--- config.mk ---
export PLATFORM = sky130hd
export DESIGN_NAME = api_frame_receiver_node_lookup
export DESIGN_NICKNAME = d
export VERILOG_FILES = /design/src/hdl/afrnl_pkg.sv /design/src/hdl/afrnl_frame_parser.sv /design/src/hdl/afrnl_node_lookup.sv /design/src/hdl/api_frame_receiver_node_lookup.sv
export SDC_FILE = /design/constraint.sdc
export NUM_CORES = 1
export LEC_CHECK = 0
export ABC_AREA = 1
export BUFFER_PORTS_ARGS = -buffer_cell sky130_fd_sc_hd__buf_2
export CORE_AREA = 2 2 216 218
export CTS_CLUSTER_DIAMETER = 30
export DETAILED_ROUTE_END_ITERATION = 6
export DIE_AREA = 0 0 218 220
export GPL_TIMING_DRIVEN = 0
export HOLD_SLACK_MARGIN = 0.12
export PLACE_DENSITY_LB_ADDON = 0.05
export SLEW_MARGIN = 25
export SYNTH_ARGS = -nofsm -noshare
export SYNTH_HDL_FRONTEND = slang
export SYNTH_SLANG_ARGS = --single-unit
--- constraint.sdc ---
create_clock -name clk -period 15.7 [get_ports clk]
set_clock_uncertainty 0.15 [all_clocks]
set_input_delay 3.925 -clock clk [delete_from_list [all_inputs] [get_ports clk]]
set_output_delay 3.925 -clock clk [all_outputs]
set_load 0.05 [all_outputs]
--- src/hdl/afrnl_pkg.sv ---
package afrnl_pkg;

  localparam int unsigned TABLE_SIZE = 4;
  localparam int unsigned IDX_W      = 17;
  localparam int unsigned CFG_IDX_W  = 3;
  localparam int unsigned CFG_DATA_W = 16;
  localparam int unsigned OUT_DATA_W = 88;

  localparam logic [7:0] START_DELIM    = 8'h7E;
  localparam logic [7:0] TYPE_IO_SAMPLE = 8'h92;
  localparam logic [7:0] TYPE_RECEIVE   = 8'h90;

  // Byte positions inside a frame
  localparam logic [IDX_W-1:0] IDX_START    = 17'd0;
  localparam logic [IDX_W-1:0] IDX_TYPE     = 17'd3;
  localparam logic [IDX_W-1:0] IDX_ADDR_HI  = 17'd10;
  localparam logic [IDX_W-1:0] IDX_ADDR_LO  = 17'd11;
  localparam logic [IDX_W-1:0] HDR_LEN_OFFS = 17'd3;

  // Configuration register indexes
  localparam logic [CFG_IDX_W-1:0] REG_ADDR_A = 3'd0;
  localparam logic [CFG_IDX_W-1:0] REG_ADDR_B = 3'd1;
  localparam logic [CFG_IDX_W-1:0] REG_ADDR_C = 3'd2;
  localparam logic [CFG_IDX_W-1:0] REG_ADDR_D = 3'd3;
  localparam logic [CFG_IDX_W-1:0] REG_COUNT  = 3'd4;

  typedef struct packed {
    logic             done;
    logic             frame_kind;
    logic [15:0]      src_addr;
    logic [15:0]      sample_first;
    logic [15:0]      sample_second;
    logic [15:0]      sample_third;
    logic [15:0]      sample_fourth;
    logic [IDX_W-1:0] end_index;
  } frame_done_t;

endpackage

--- src/hdl/afrnl_frame_parser.sv ---
module afrnl_frame_parser (
  input  logic                  clk,
  input  logic                  rst_n,
  input  logic                  accept,
  input  logic [7:0]            rx_byte,
  output afrnl_pkg::frame_done_t fd
);
  import afrnl_pkg::*;

  logic [IDX_W-1:0] idx_r, idx_nxt;
  logic             in_frame_r, in_frame_nxt;
  logic [IDX_W-1:0] end_r;
  logic             kind_r;
  logic [7:0]       hb0_r, hb1_r, hb2_r;
  logic [15:0]      addr_r;
  logic [7:0]       tail_r [8];

  logic             first_byte;
  logic [15:0]      addr_cur;
  logic [7:0]       tail_cur [8];
  logic             hdr_bad;
  logic [IDX_W-1:0] end_cur;
  logic             kind_cur;
  logic             inf_cur;
  logic             done;

  always_comb begin
    first_byte = (idx_r == IDX_START);
    addr_cur   = first_byte ? 16'h0000 : addr_r;
    if (idx_r == IDX_ADDR_HI) begin
      addr_cur = {rx_byte, addr_cur[7:0]};
    end
    if (idx_r == IDX_ADDR_LO) begin
      addr_cur = {addr_cur[15:8], rx_byte};
    end
    for (int i = 0; i < 8; i++) begin
      tail_cur[i] = first_byte ? 8'h00 : tail_r[i];
    end

    hdr_bad = (idx_r == IDX_TYPE) &&
              !((hb0_r == START_DELIM) &&
                ((rx_byte == TYPE_IO_SAMPLE) || (rx_byte == TYPE_RECEIVE)));
    end_cur  = (idx_r == IDX_TYPE) ? ({1'b0, hb1_r, hb2_r} + HDR_LEN_OFFS) : end_r;
    kind_cur = (idx_r == IDX_TYPE) ? (rx_byte == TYPE_RECEIVE) : kind_r;
    inf_cur  = (idx_r == IDX_TYPE) ? 1'b1 : in_frame_r;
    done     = !hdr_bad && inf_cur && (idx_r == end_cur);

    // drop a bad header or close the frame, else advance
    if (hdr_bad || done) begin
      idx_nxt      = IDX_START;
      in_frame_nxt = 1'b0;
    end else begin
      idx_nxt      = idx_r + 17'd1;
      in_frame_nxt = inf_cur;
    end

    fd.done          = done;
    fd.frame_kind    = kind_cur;
    fd.src_addr      = addr_cur;
    fd.sample_first  = {tail_cur[0], tail_cur[1]};
    fd.sample_second = {tail_cur[2], tail_cur[3]};
    fd.sample_third  = {tail_cur[4], tail_cur[5]};
    fd.sample_fourth = {tail_cur[6], tail_cur[7]};
    fd.end_index     = end_cur;
  end

  always_ff @(posedge clk) begin
    if (!rst_n) begin
      idx_r      <= IDX_START;
      in_frame_r <= 1'b0;
    end else if (accept) begin
      idx_r      <= idx_nxt;
      in_frame_r <= in_frame_nxt;
    end
  end

  always_ff @(posedge clk) begin
    if (accept) begin
      if (idx_r == 17'd0) hb0_r <= rx_byte;
      if (idx_r == 17'd1) hb1_r <= rx_byte;
      if (idx_r == 17'd2) hb2_r <= rx_byte;
      addr_r <= addr_cur;
      end_r  <= end_cur;
      kind_r <= kind_cur;
      if (hdr_bad || done) begin
        for (int i = 0; i < 8; i++) begin
          tail_r[i] <= tail_cur[i];
        end
      end else begin
        for (int i = 0; i < 7; i++) begin
          tail_r[i] <= tail_cur[i+1];
        end
        tail_r[7] <= rx_byte;
      end
    end
  end

  a_frame_window: assert property (@(posedge clk) disable iff (!rst_n)
    in_frame_r |-> (idx_r >= 17'd4) && (idx_r <= end_r))
    else $error("frame index outside header..end window");

  a_header_window: assert property (@(posedge clk) disable iff (!rst_n)
    !in_frame_r |-> (idx_r <= IDX_TYPE))
    else $error("index past header without a valid header");

  a_restart: assert property (@(posedge clk) disable iff (!rst_n)
    accept && fd.done |=> (idx_r == IDX_START) && !in_frame_r)
    else $error("parser did not restart after frame end");

endmodule

--- src/hdl/afrnl_node_lookup.sv ---
module afrnl_node_lookup (
  input  logic                             clk,
  input  logic                             rst_n,
  input  logic                             cfg_wr_en,
  input  logic [afrnl_pkg::CFG_IDX_W-1:0]  cfg_index,
  input  logic [afrnl_pkg::CFG_DATA_W-1:0] cfg_wdata,
  input  logic [15:0]                      src_addr,
  output logic [2:0]                       node_id
);
  import afrnl_pkg::*;

  logic [15:0] tab_r [TABLE_SIZE];
  logic [2:0]  cnt_r;
  logic [2:0]  cnt_eff;

  always_ff @(posedge clk) begin
    if (!rst_n) begin
      for (int i = 0; i < TABLE_SIZE; i++) begin
        tab_r[i] <= 16'h0000;
      end
      cnt_r <= 3'd0;
    end else if (cfg_wr_en) begin
      case (cfg_index)
        REG_ADDR_A: tab_r[0] <= cfg_wdata;
        REG_ADDR_B: tab_r[1] <= cfg_wdata;
        REG_ADDR_C: tab_r[2] <= cfg_wdata;
        REG_ADDR_D: tab_r[3] <= cfg_wdata;
        REG_COUNT:  cnt_r    <= cfg_wdata[2:0];
        default: ;
      endcase
    end
  end

  // last matching entry wins; a count above the table size acts as full
  always_comb begin
    cnt_eff = (cnt_r > 3'(TABLE_SIZE)) ? 3'(TABLE_SIZE) : cnt_r;
    node_id = 3'd0;
    for (int i = 0; i < TABLE_SIZE; i++) begin
      if ((3'(i) < cnt_eff) && (tab_r[i] == src_addr)) begin
        node_id = 3'(i + 1);
      end
    end
  end

endmodule

--- src/hdl/api_frame_receiver_node_lookup.sv ---
// API frame receiver with node lookup.
// Input channel (in_*): one received serial byte per item in in_tdata.
// Output channel (out_*): one item per complete frame of type 0x92 or 0x90,
// carrying the frame kind, the node id looked up from the source address,
// four big-endian samples taken from the eight bytes before the end byte,
// and the end index (length + 3).
// Configuration port (cfg_*): write registers 0..3 with node addresses for
// node ids 1..4 and register 4 with the number of entries in use. Write only
// while no item is in flight.
// Throughput: one byte per cycle unless stalled. Each byte is parsed in
// the cycle it is accepted; the frame result appears on out_tvalid in the
// cycle after the end byte is accepted, set by the single output register.
// Stall: while a result waits with out_tready low, in_tready drops; when the
// result is taken, a new byte is accepted in the same cycle.
// Reset: rst_n is synchronous, active low; parser returns to byte 0 and all
// configuration registers clear to zero.
module api_frame_receiver_node_lookup (
  input  logic                             clk,
  input  logic                             rst_n,
  input  logic                             in_tvalid,
  output logic                             in_tready,
  input  logic [7:0]                       in_tdata,   // [7:0] rx_byte
  output logic                             out_tvalid,
  input  logic                             out_tready,
  // [0] frame_kind, [3:1] node_id, [19:4] sample_first, [35:20] sample_second,
  // [51:36] sample_third, [67:52] sample_fourth, [84:68] frame_end_index,
  // [87:85] zero
  output logic [afrnl_pkg::OUT_DATA_W-1:0] out_tdata,
  input  logic                             cfg_wr_en,
  input  logic [afrnl_pkg::CFG_IDX_W-1:0]  cfg_index,
  input  logic [afrnl_pkg::CFG_DATA_W-1:0] cfg_wdata
);
  import afrnl_pkg::*;

  logic                  accept;
  frame_done_t           fd;
  logic [2:0]            node_id;
  logic                  out_valid_r;
  logic [OUT_DATA_W-1:0] out_data_r, out_data_nxt;

  assign in_tready  = !out_valid_r || out_tready;
  assign accept     = in_tvalid && in_tready;
  assign out_tvalid = out_valid_r;
  assign out_tdata  = out_data_r;

  afrnl_frame_parser u_parser (
    .clk     (clk),
    .rst_n   (rst_n),
    .accept  (accept),
    .rx_byte (in_tdata),
    .fd      (fd)
  );

  afrnl_node_lookup u_lookup (
    .clk       (clk),
    .rst_n     (rst_n),
    .cfg_wr_en (cfg_wr_en),
    .cfg_index (cfg_index),
    .cfg_wdata (cfg_wdata),
    .src_addr  (fd.src_addr),
    .node_id   (node_id)
  );

  assign out_data_nxt = {3'b000, fd.end_index, fd.sample_fourth, fd.sample_third,
                         fd.sample_second, fd.sample_first, node_id, fd.frame_kind};

  always_ff @(posedge clk) begin
    if (!rst_n) begin
      out_valid_r <= 1'b0;
    end else if (accept && fd.done) begin
      out_valid_r <= 1'b1;
    end else if (out_tready) begin
      out_valid_r <= 1'b0;
    end
  end

  always_ff @(posedge clk) begin
    if (accept && fd.done) begin
      out_data_r <= out_data_nxt;
    end
  end

  a_node_range: assert property (@(posedge clk) disable iff (!rst_n)
    out_valid_r |-> (out_data_r[3:1] <= 3'(TABLE_SIZE)))
    else $error("node id beyond table size");

  a_end_range: assert property (@(posedge clk) disable iff (!rst_n)
    out_valid_r |-> (out_data_r[84:68] >= HDR_LEN_OFFS) && (out_data_r[87:85] == 3'b000))
    else $error("bad end index or pad bits in result");

  a_result_load: assert property (@(posedge clk) disable iff (!rst_n)
    accept && fd.done |=> out_valid_r)
    else $error("frame end did not load a result");

endmodule
### Word-level counts from Yosys, hierarchy flattened

Memories as Yosys holds them, arrays and structs flattened.
Cells that the tools add are included.

| storage, ports and cells | value |
|---|---|
| register bits | 165 |
| bits in writable memories | 128 |
| input bits | 32 |
| output and inout bits | 90 |
| word-level logic and storage cells | 130 |
| memories | 2 |

| operators by class | value |
|---|---|
| $add $sub $neg | 2 |
| magnitude comparators | 5 |
| eq/ne operators | 17 |
| multiplexer cells | 57 |
| bitwise logic cells | 12 |
| reductions and logical operators | 23 |

Memory list:

| name | depth | bits a word | rd ports | clocked after Yosys merged registers in | write ports | RTL line | text |
|---|---|---|---|---|---|---|---|
| u_lookup.tab_r | 4 | 16 | 4 | 0 | 4 | afrnl_node_lookup.sv:12 | `logic [15:0] tab_r [TABLE_SIZE];` |
| u_parser.tail_r | 8 | 8 | 8 | 0 | 8 | afrnl_frame_parser.sv:16 | `logic [7:0] tail_r [8];` |

Operators with widths:

| cell | count |
|---|---|
| two-way mux 8 bit | 17 |
| two-way mux 16 bit | 6 |
| == test 16 bit | 4 |
| == test 17 x 2 -> 1 bit, second input constant | 2 |
| == test 17 x 4 -> 1 bit, second input constant | 2 |
| two-way mux 17 bit | 2 |
| two-way mux 1 bit | 29 |
| adder 16 x 2 -> 17 bit, second input constant | 1 |
| adder 17 x 1 -> 17 bit, second input constant | 1 |
| == test 17 x 1 -> 1 bit, second input constant | 1 |
| == test 17 bit | 1 |
| zero test 17 bit | 1 |
| == test 8 bit, second input constant | 2 |
| OR 1 bit | 12 |
| logical AND 1 bit | 10 |
| == test 8 x 7 -> 1 bit, second input constant | 1 |
| AND reduction 2 bit | 4 |
| == test 3 x 2 -> 1 bit, second input constant | 2 |
| < comparator 1 x 3 -> 1 bit, first input constant | 2 |
| < comparator 2 x 3 -> 1 bit, first input constant | 2 |
| two-way mux 2 bit | 2 |
| == test 3 x 1 -> 1 bit, second input constant | 1 |
| == test 3 bit, second input constant | 1 |
| greater-than comparator 3 bit, second input constant | 1 |
| 5 further kinds | 9 |

### Depth between registers and ports, before layout

| logic depth | value |
|---|---|
| word-level depth | 13 |
| gate-level depth with buffers | 20 |
| depth with buffers taken out | 19 |

### Modules after synthesis

Synthesis repeated with hierarchy kept, for this count alone.

| unflattened totals | value |
|---|---|
| cells, all modules | 1376 |
| area, all modules | 13803.2 um2 |

Modules (own cells, without submodules):

| module | times used | cells an instance | area each (um2) | seq. area each (um2) |
|---|---|---|---|---|
| afrnl_frame_parser | 1 | 897 | 7729.9 | 4023.9 |
| afrnl_node_lookup | 1 | 379 | 3423.3 | 1981.9 |
| api_frame_receiver_node_lookup | 1 | 100 | 2650.0 | 2572.5 |

### Least setup slack after synthesis

OpenSTA, ideal clock, no wires.

| timing | value |
|---|---|
| path kind | input to register |
| start point | input port in_tdata[3] |
| end point | register out_data_r[0] (netlist: out_tdata[0]), enable pin |
| setup time | 0.633 ns |
| arrival time | 10.688 ns |
| data required time | 14.917 ns |
| slack | 4.229 ns |
| stages | 11 |
| buffers on the path | 0 |
| cells stage by stage | inv_1 -> nand2_1 -> nor2_1 -> nand2_1 -> nor2_1 -> nor2_1 -> nor2_2 -> nand3_1 -> nor4_1 -> nand4_1 -> nor3_1 |

| on the way | value |
|---|---|
| cells in the longest elaborated chain, start to end | 9 |
| elaborated cells between the ends (all ways) | 10 |

Ends and longest elaborated chain:

| what | RTL line | text |
|---|---|---|
| start: declaration | api_frame_receiver_node_lookup.sv:22 | `input logic [7:0] in_tdata,` |
| == test 8 bit | afrnl_frame_parser.sv:42 | `((rx_byte == TYPE_IO_SAMPLE) \|\| (rx_byte == TYPE_RECEIVE)));` |
| logical OR 1 bit * | afrnl_frame_parser.sv:42 |  |
| logical AND 1 bit * | afrnl_frame_parser.sv:41 | `!((hb0_r == START_DELIM) &&` |
| zero test 1 bit * | afrnl_frame_parser.sv:41 |  |
| logical AND 1 bit * | afrnl_frame_parser.sv:40 | `hdr_bad = (idx_r == IDX_TYPE) &&` |
| zero test 1 bit * | afrnl_frame_parser.sv:46 | `done = !hdr_bad && inf_cur && (idx_r == end_cur);` |
| logical AND 1 bit * (2 in series) | afrnl_frame_parser.sv:46 |  |
| logical AND 1 bit * | api_frame_receiver_node_lookup.sv:78 | `if (accept && fd.done) begin` |
| end signal: assignment | api_frame_receiver_node_lookup.sv:79 | `out_data_r <= out_data_nxt;` |
| end: declaration | api_frame_receiver_node_lookup.sv:39 | `logic [OUT_DATA_W-1:0] out_data_r, out_data_nxt;` |

Mark *: on every way between the ends. The rest lies on a longest branch, timed or not.
A chain may end at the register's enable or synchronous reset.

### Worst setup path in the final report

| timing | value |
|---|---|
| start point | input port out_tready |
| end point | output port in_tready |

| on the way | value |
|---|---|
| cells in the longest elaborated chain, start to end | 1 |

Ends and longest elaborated chain:

| what | RTL line | text |
|---|---|---|
| start: declaration | api_frame_receiver_node_lookup.sv:24 | `input logic out_tready,` |
| logical OR 1 bit | api_frame_receiver_node_lookup.sv:41 | `assign in_tready = !out_valid_r \|\| out_tready;` |
| end: declaration | api_frame_receiver_node_lookup.sv:21 | `output logic in_tready,` |

No other way between the ends.

==> run summary <==
Status: finished clean
Number of enable-type register cells in the synthesized netlist: 271
Worst setup slack before clock tree synthesis: 7.24 ns
Synth top area cells: sky130_fd_sc_hd__edfxtp_1, sky130_fd_sc_hd__nand2_1, sky130_fd_sc_hd__inv_1, sky130_fd_sc_hd__nor2_1, sky130_fd_sc_hd__dfxtp_1
Source of the worst register-to-register timing path: u_parser.idx_r[1]$_SDFFE_PN0P_
Number of levels in the clock H-tree: 3
Post-synthesis cell type count: 42
Total count of hold-check failures in the final report: 0
Startpoint of the most critical hold path: u_lookup.cnt_r[2]$_SDFFE_PN0P_
Number of sinks on the clock net: 293
Full die area: 48,000 um^2
Library cell appearing most often on the critical path: sky130_fd_sc_hd__buf_2
Post-detailed-route via-to-cell ratio: 4.40
Area occupied by multi-input gates: 4340 um^2
Post-synthesis cell area: 14,000 um^2
Standard cell core area: 45,900 um^2
Clock transition at the registers of the reported paths: 0.04 ns
# Post-CTS Setup Buffers: 0
Terminus of the critical flop-to-flop path: out_tdata[53]$_DFFE_PP_
Die boundary height: 220 um
Fmax achieved: 118 MHz
Fraction of registers with async set or reset after synthesis: 0%
Net count reported at finish: 1,731
Most common flop cell mapped by yosys: sky130_fd_sc_hd__edfxtp_1
Final number of setup-violating endpoints: 0
Final clock period utilization by the worst path: 53.8%
Post-DR wirelength/cell: 16.1 um
Slew Limit Headroom: 47.1%
Weighted congestion reported at the end of routability-driven placement: 0.827
Antenna fix cells: 0
Number of nets with antenna violations after routing: 0
Worst-case clock buffer depth: 3
# DRC: 0
Initial antenna violation count: 1
Std cell rows: 79
Root buf cell: sky130_fd_sc_hd__clkbuf_16
Worst-case hold path end point: u_lookup.cnt_r[2]$_SDFFE_PN0P_
Total vias in the final route: 10,400
Number of buffer cells added on primary ports: 118
Pre-Repair DR Iteration Count: 5
Cell Count Post-Placement: 2,215
Die width: 218 um
Final wirelength: 38,000 um
Layout Area Growth over Synthesis: 31.2%
Num CTS Buffers: 84
Ordered cell list for the critical path: buf_2, inv_1, nand2_1, buf_2
Min cycle time layout: 8.45 ns
Arrival time of data at the critical path endpoint: 4.37 ns
Cell area power density: 150 nW/um^2
Synthesis Warnings: 0
Largest net degree at the start of global routing: 45
I/O Pins: 122
Worst Hold Slack: 0.353 ns
Largest stage delay on the critical path: 0.27 ns
Most frequent cell after synthesis: sky130_fd_sc_hd__nand2_1
Depth of the most critical reg-to-reg path: 21
PnR worst setup slack: 7.25 ns
Flop-to-flop setup slack: 10.87 ns
Placed cell area: 15,500 um^2
Library cell with the largest summed area after synthesis: sky130_fd_sc_hd__edfxtp_1
Post-CTS resize count: 0
Cell with the largest stage delay on the worst path: sky130_fd_sc_hd__buf_2
Fraction of the yosys area taken by sequential cells: 61.2%
GRT Util Overall: 16.2%
Wire length of the first global-routing pass: 59,100 um
Startpoint types: primary input
Hold-critical path depth: 2
CP required: 11.63 ns
Area share of the largest cell type after synthesis: 58.1%
Gate count after technology mapping: 1,473
Fraction of layout instances using a drive strength above 1: 20.2%
Number of max-slew violations in the final report: 0
Via count of the first global-routing pass: 10,300
Post-synthesis sequential element count: 293
Transition time of the tightest slew-check pin: 0.791 ns
Post-Layout Inst Area: 18,400 um^2
Initial core utilization: 30.6%
Initial detailed-routing violation count: 565
Worst min-delay path category: register to register
Post-Layout Cell Count: 2,366
IR drop worst, VDD: 96.7 uV
Category of the critical setup timing path: primary input to output port
Maximum net fanout on the critical path: 3
Leftover overflow at the end of global routing: 0
Cts hold-fix bufs: 0
Unrepaired setup endpoints after global routing: no
Fraction of the core area covered by cells at the end of the flow: 40.1%
List of most frequent post-synthesis cells: sky130_fd_sc_hd__nand2_1, sky130_fd_sc_hd__edfxtp_1, sky130_fd_sc_hd__inv_1
Setup crit end kind: output port
Max_cap viols: 0
Insertion delay to the later sink of the worst-skew pair: 0.60 ns
Half-perimeter wire length of the detailed placement result: 27,900 um
Average cell area after synthesis: 9.52 um^2
Leak pwr: 8.10 nW
Clock tree from TritonCTS: yes
Register area: 8580 um^2
Filler Cell Count: 4,661
power breakdown:
| group | leakage [nW] | internal [mW] | switching [mW] |
|---|---|---|---|
| Combinational | 3.92 | 0.0464 | 0.114 |
| Sequential | 2.81 | 0.898 | 0.0129 |
| Clock | 1.38 | 1.19 | 0.498 |
| Total | 8.10 | 2.14 | 0.625 |
critical path, delay by kind of cell:
family | cells | cell delay [ns]
and+or+nand+nor | 1 | 0.08
buffers and inverters | 3 | 0.37
layout make-up:
class	count	share of cell area [%]
buffer	47	1.62
clock buffer	98	11.8
clock inverter	53	3.65
inverter	220	4.50
multi-input combinational	915	23.6
sequential	293	46.7
tap	607	4.13
timing repair buffer	133	3.99
per-layer routing:
metal	GRT usage (%)	vias up	wire [um]
met4	6.01	2	733
li1	-	5311	-
met2	28.0	215	19000
met1	19.7	4829	16500
met3	3.93	56	1820
met5	0	-	16
cells by family (layout without fill, tap and decap cells):
| family | Yosys count | count (layout) | synth area share (%) |
|---|---|---|---|
| simple gates | 721 | 721 | 21.8 |
| flops | 293 | 293 | 61.2 |
| buf+inv | 267 | 551 | 8.00 |
| compound gates | 156 | 156 | 6.67 |
| xor+xnor | 30 | 30 | 1.87 |
| fa+ha+maj | 5 | 5 | 0.446 |
| other cells | 1 | 3 | 0.0268 |
cell usage in the layout (no fill, tap or decap), types with 24 or more instances in the layout:
master                      instances
sky130_fd_sc_hd__nand2_1          401
sky130_fd_sc_hd__edfxtp_1         271
sky130_fd_sc_hd__inv_1            217
sky130_fd_sc_hd__nor2_1           162
sky130_fd_sc_hd__buf_2            133
sky130_fd_sc_hd__clkbuf_16         85
sky130_fd_sc_hd__nand3_1           68
sky130_fd_sc_hd__o21ai_0           52
sky130_fd_sc_hd__nand4_1           35
sky130_fd_sc_hd__a21oi_1           35
sky130_fd_sc_hd__clkbuf_1          30
sky130_fd_sc_hd__o21ai_2           30
sky130_fd_sc_hd__nand2_2           24
metrics by stage:
| step | total power [mW] | setup TNS [ns] |
|---|---|---|
| finish | 2.76 | 0 |
| global route | 2.87 | 0 |
| CTS | 2.81 | 0 |
| detailed placement | 1.09 | 0 |
| global placement | 1.09 | -32.89 |
| floorplan | 1.03 | 0 |
sequential cells by signal, indices dropped and copies added (netlist names):
register             flops
u_parser.hb1_r           8
u_lookup.cnt_r           3
out_tvalid               1
u_parser.hb0_r           8
u_parser.hb2_r           8
u_parser.tail_r         64
u_parser.end_r          17
u_parser.addr_r         16
u_parser.in_frame_r      1
u_parser.kind_r          1
u_lookup.tab_r          64
u_parser.idx_r          17
out_tdata               85
how the worst max path moves through the flow:
stage | startpoint | end
4_1_cts | out_tready | in_tready
3_5_place_dp | out_tready | in_tready
5_1_grt | out_tready | in_tready
2_1_floorplan | in_tdata[3] | out_tdata[0]$_DFFE_PP_
6_report | out_tready | in_tready
3_3_place_gp | in_tdata[3] | out_tdata[56]$_DFFE_PP_
Note: power is estimated with default switching activity, not from simulation.
